**src/rtl/obbp_pkg.sv**
```systemverilog
// ----------------------------------------------------------------------------
// obbp_pkg: shared types and constants for the box/plane gap pipeline
// Field widths, intermediate widths, register indexes and the plane bundle.
// ----------------------------------------------------------------------------
package obbp_pkg;

  // Field widths
  localparam int CompW  = 16;   // Q1.14 component
  localparam int CoordW = 32;   // Q16.16 coordinate
  localparam int HalfW  = 31;   // Q15.16 unsigned half extent
  localparam int AxisW  = 3 * CompW;
  localparam int GapW   = 40;   // Q24.16 result
  localparam int CfgW   = 32;

  // Intermediate widths
  localparam int NProdW = 2 * CompW;        // component by normal product
  localparam int RnW    = NProdW + 1;       // rotated normal, Q.28
  localparam int MagW   = RnW - 1;          // |rotated normal|
  localparam int DProdW = CompW + CoordW;   // normal by centre product
  localparam int DSumW  = DProdW + 1;       // d before scaling, Q.30
  localparam int DFracShift = 14;
  localparam int RFracShift = 28;
  localparam int DW     = DSumW - DFracShift + 1;  // d after offset, Q.16
  localparam int TermW  = HalfW + MagW - RFracShift;
  localparam int RW     = TermW + 2;        // sum of three terms

  // Configuration register indexes
  typedef enum logic [1:0] {
    CFG_NORMAL_X     = 2'd0,
    CFG_NORMAL_Y     = 2'd1,
    CFG_NORMAL_Z     = 2'd2,
    CFG_PLANE_OFFSET = 2'd3
  } cfg_idx_t;

  localparam logic signed [CompW-1:0] NORMAL_Z_RST = 16'sd16384;

  // Plane as held in configuration
  typedef struct packed {
    logic signed [CompW-1:0]  nx;
    logic signed [CompW-1:0]  ny;
    logic signed [CompW-1:0]  nz;
    logic signed [CoordW-1:0] off;
  } plane_t;

  typedef logic [2:0][MagW-1:0]  mag_vec_t;
  typedef logic [2:0][HalfW-1:0] half_vec_t;
  typedef logic [2:0][AxisW-1:0] axis_vec_t;

endpackage

```
**src/rtl/obbp_dist.sv**
```systemverilog
// ----------------------------------------------------------------------------
// obbp_dist: signed distance of the box centre from the plane
// Four stages matched to the radius path: products, sum, floor and offset,
// then a delay stage to line up with the radius sum.
// ----------------------------------------------------------------------------
module obbp_dist (
  input  logic                           clk,
  input  obbp_pkg::plane_t               plane,
  input  logic signed [obbp_pkg::CoordW-1:0] center_x,
  input  logic signed [obbp_pkg::CoordW-1:0] center_y,
  input  logic signed [obbp_pkg::CoordW-1:0] center_z,
  output logic signed [obbp_pkg::DW-1:0] d_out
);
  import obbp_pkg::*;

  logic signed [DProdW-1:0] dprod_r [3];
  logic signed [DSumW-1:0]  dsum_nxt;
  logic signed [DSumW-1:0]  dsum_r;
  logic signed [DW-1:0]     d_nxt;
  logic signed [DW-1:0]     d3_r;
  logic signed [DW-1:0]     d4_r;

  // Stage 2 sum; stage 3 floors Q.30 to Q.16 and removes the offset
  assign dsum_nxt = DSumW'(dprod_r[0]) + DSumW'(dprod_r[1]) + DSumW'(dprod_r[2]);
  assign d_nxt    = DW'(dsum_r >>> DFracShift) - DW'(plane.off);

  always_ff @(posedge clk) begin
    dprod_r[0] <= center_x * plane.nx;
    dprod_r[1] <= center_y * plane.ny;
    dprod_r[2] <= center_z * plane.nz;
    dsum_r     <= dsum_nxt;
    d3_r       <= d_nxt;
    d4_r       <= d3_r;
  end

  assign d_out = d4_r;

endmodule

```
**config.mk**
```make
export PLATFORM = sky130hd
export DESIGN_NAME = obbp_dist
export DESIGN_NICKNAME = d
export VERILOG_FILES = /design/src/rtl/obbp_pkg.sv /design/src/rtl/obbp_dist.sv
export SDC_FILE = /design/constraint.sdc
export NUM_CORES = 2
export LEC_CHECK = 0
export BUFFER_PORTS_ARGS = -buffer_cell sky130_fd_sc_hd__buf_2
export CORE_ASPECT_RATIO = 2
export CORE_MARGIN = 2
export CORE_UTILIZATION = 60
export CTS_CLUSTER_SIZE = 16
export DETAILED_ROUTE_END_ITERATION = 16
export HOLD_SLACK_MARGIN = 0.02
export PLACE_DENSITY = 0.77
export SLEW_MARGIN = 0
export SYNTH_ARGS = -nofsm -noshare
export SYNTH_HDL_FRONTEND = slang
export SYNTH_SLANG_ARGS = --single-unit
```
**constraint.sdc**
```tcl
create_clock -name clk -period 18.6 [get_ports clk]
set_input_delay 2.79 -clock clk [delete_from_list [all_inputs] [get_ports clk]]
set_output_delay 2.79 -clock clk [all_outputs]
set_load 0.02 [all_outputs]
```
======== Word level (Yosys, flattened, before mapping) ========
Memories as Yosys holds them, arrays and structs flattened.
Cells that the tools add are included.
operators by class
  add/subtract/negate cells ............... 3
  multiply operators ...................... 3
  div/mod/pow operators ................... 0
  magnitude comparators ................... 0
  eq/ne operators ......................... 0
  shift-type cells ........................ 0
  muxes and demuxes ....................... 0
  bitwise operators ....................... 0
  reductions and logical operators ........ 0
operators with widths
  operator                      count
  multiplier 32 x 16 -> 48 bit  3
  adder 48 x 48 -> 49 bit       1
  adder 49 x 48 -> 49 bit       1
  subtractor 35 x 32 -> 36 bit  1
word-level totals
  flip-flop bits (word level) ............. 121
  bits in latches ......................... 0
  bits in writable memories ............... 144
  bits in read-only memories .............. 0
  input port bits ......................... 177
  output and inout port bits .............. 36
  memories kept ........................... 1
memories
  name     words  bits a word  read ports  clocked after Yosys merged registers in  write ports  line             text
  dprod_r  3      48           3           0                                        3            obbp_dist.sv:16  logic signed [DProdW-1:0] dprod_r [3];

======== Longest topological paths before layout ========
  word-level depth ........................ 2
  mapped depth ............................ 25
  mapped depth without buffers ............ 24

======== Least setup slack after synthesis ========
OpenSTA, ideal clock, no wires.
  path kind ............................... in2reg
  from .................................... input port center_z[31] (netlist name)
  to ...................................... memory dprod_r[0][140] (netlist name)
  arrival ................................. 8.400 ns
  path slack .............................. 10.079 ns
  stages .................................. 23
  buffers on the path ..................... 2
  cell sequence ........................... clkbuf_1 nand2_1 inv_1 fa_1 fa_1 inv_1 fa_1 inv_1 fa_1 fa_1 inv_1 fa_1 inv_1 ha_1 clkbuf_1 nand4_1 or3_1 o32ai_1 a31oi_1 a311o_2 o31ai_2 a21oi_1 xnor2_1
RTL lines
  item             line             text
  start, declared  obbp_dist.sv:11  input logic signed [obbp_pkg::CoordW-1:0] center_z,
  end, declared    obbp_dist.sv:16

==> qor.yml <==
status: "finished clean"
drt-vias-per-instance: 5.71
worst-path-buf-inv: 4
route.detailed.drc: 0
postRouteWirelength_um: 173000
io_buffers: 212
layout.nets: 8992
ctsResizeCount: 0
crit_family: "adder cells"
ys_warn_count: 0
drv_cap: 0
die_area_sq_um: 108000
cts_setup_buffers: 0
vias: 47300
postSynthCellCount: 6906
setup_tns_ns: 0
critPathCaptureType: "register"
ys.flop_type: "dfxtp_1"
die_h_um: 462
clockBufferDepth: 3
synth_edf_count: 0
drtIter0Drc: 2762
ys_seq_elements: 251
clock-root-buffer: "clkbuf_16"
cts.sinks: 251
worst-path-max-fanout: 32
cp-start-kind: "primary input"
drv_slew: 0
cts_buffers: 26
netlist_top_cells_area: "fa_1, inv_1, ha_1"
firstDrtPassIters: 6
grtUsageTotal: 0.336
clk_latency_ns: 0.55
min-delay-path-class: "register to register"
wl_per_cell_um: 20.9
grt_pass1_wl_um: 276000
syn_area_sq_um: 63000
critPathRequiredTime_ns: 19.06
area_growth_pct: 4.33
syn_area_per_cell_sq_um: 9.12
cp_common_cell: "fa_1"
post-route-min-period_ns: 9.18
finalSetupViolCount: 0
slowest_stage: "fa_1"
hpwl_um: 143000
core_area_sq_um: 104000
max_stage_delay_ns: 0.62
setup_ws_ns: 9.42
htree_levels: 1
synth_top_area_frac: 0.479
yosys.area.top_type: "fa_1"
syn_nets: 9013
die_w_um: 233
gp_congestion: 0.967
crit_chain: "buf_2 > nand2_1 > fa_1 > inv_1 > fa_1 > fa_1 > fa_1 > fa_1 > inv_1 > fa_1 > inv_1 > ha_1 > a21o_1 > a211oi_1 > o21ai_0 > or3_1 > o21ai_0 > a21oi_1 > o21ai_2 > o21ai_0 > a211oi_1"
drive_gt1_frac: 0.0411
clkSlewWorstSetupHoldPaths_ns: 0.07
crit_type: "primary input to register"
grt_pass1_vias: 53100
relSlewSlack: 0.371
skew_ns: 0.0216
initial_core_util: 0.603
pre_cts_ws_ns: 9.02
arrival_ns: 9.64
async_flop_share: 0
hold_viol: 0
fmax_mhz: 109
rsz0062_at_grt: "no"
grt_antenna_before_repair: 14
fin_crit_sh: 0.494
grt_max_degree: 33
cts_tree: "yes"
postCtsHoldBufs: 0
final_antenna_net_count: 0
grt_overflow: 0
seq_area_frac_synth: 0.0798
worst_slew_pin_slew_ns: 0.943
fp-row-count: 168
synth.distinct_cells: 77
io_pins: 213
## registers in the layout, indices dropped and copies added (netlist names)
register / cells
dprod_r: 144
d3_r: 36
d_out: 36
dsum_r: 35
## cell families (layout without fill, tap and decap cells)
logic type | Yosys count | in the layout | synth area share
flops | 251 | 251 | 0.0798
mux | 3 | 3 | 0.000477
xor+xnor | 209 | 209 | 0.0291
simple gates | 1938 | 1938 | 0.148
other cells | 0 | 6 | 0
compound gates | 600 | 600 | 0.0623
buf+inv | 1975 | 1973 | 0.118
fa+ha+maj | 1930 | 1930 | 0.563
## cell usage in the layout (no fill, tap or decap), types with 100 or more instances in the layout
master      n
nor2_1    182
xnor2_1   150
fa_1     1506
ha_1      424
inv_1    1711
a21oi_1   178
nand2_1   929
dfxtp_1   251
buf_2     212
and2_1    620
a21o_1    100
## per-stage QoR
step	util	std cells	instance area (sq um)	hold slack [ns]
2_1_floorplan	-	6906	63000	0.310
3_3_place_gp	0.620	8217	64800	0.312
3_5_place_dp	0.620	8217	64800	0.312
4_1_cts	0.629	8264	65700	0.320
5_1_grt	0.629	8266	65700	0.324
6_report	0.629	8270	65700	0.320
## area by class of cell
class / instances / area (sq um)
tap: 1360 / 1700
timing repair buffer: 212 / 1060
clock inverter: 19 / 251
antenna: 6 / 15.0
sequential: 251 / 5020
fill: 8654 / 38700
inverter: 1714 / 6430
multi-input combinational: 4680 / 50600
clock buffer: 28 / 678
## worst register-to-register path, delay by kind of cell (launching register included)
| family | cells | cell delay (ns) |
|---|---|---|
| AND/OR/NAND/NOR | 2 | 0.48 |
| AO/OA/AOI/OAI | 6 | 1.62 |
| adder cells (fa/ha/maj) | 2 | 0.77 |
| flip-flops | 1 | 0.45 |
| XOR/XNOR | 1 | 0.17 |
## cell usage after synthesis, types with 30 or more instances
master	n
inv_1	1711
fa_1	1506
nand2_1	929
and2_1	620
ha_1	424
clkbuf_1	253
dfxtp_1	251
nor2_1	182
a21oi_1	178
xnor2_1	150
a21o_1	100
o21ai_0	97
xor2_1	59
nor3_1	37
a211oi_1	34
nand3_1	33
nand2b_1	30
## final timing paths
path | startpoint | endpoint | slack (ns) | cells after the start
hold reg to reg | d3_r[14]$_DFF_P_ | d_out[14]$_DFF_P_ | 0.32 | 0
setup reg to reg | dprod_r[0][99]$_DFF_P_ | dsum_r[43]$_DFF_P_ | 15.00 | 11
hold / removal | d3_r[14]$_DFF_P_ | d_out[14]$_DFF_P_ | 0.32 | 0
setup / recovery | plane[55] | dprod_r[0][92]$_DFF_P_ | 9.42 | 21
## per-layer routing
layer	vias up	global-route usage	wire (um)
li1	20200	-	-
met1	24100	0.345	54600
met2	2018	0.607	90900
met3	916	0.0439	9770
met4	14	0.274	17700
met5	-	0	102
Power is not shown: default switching activity piles up to over one toggle a cycle in this logic, so the estimate is an artifact.
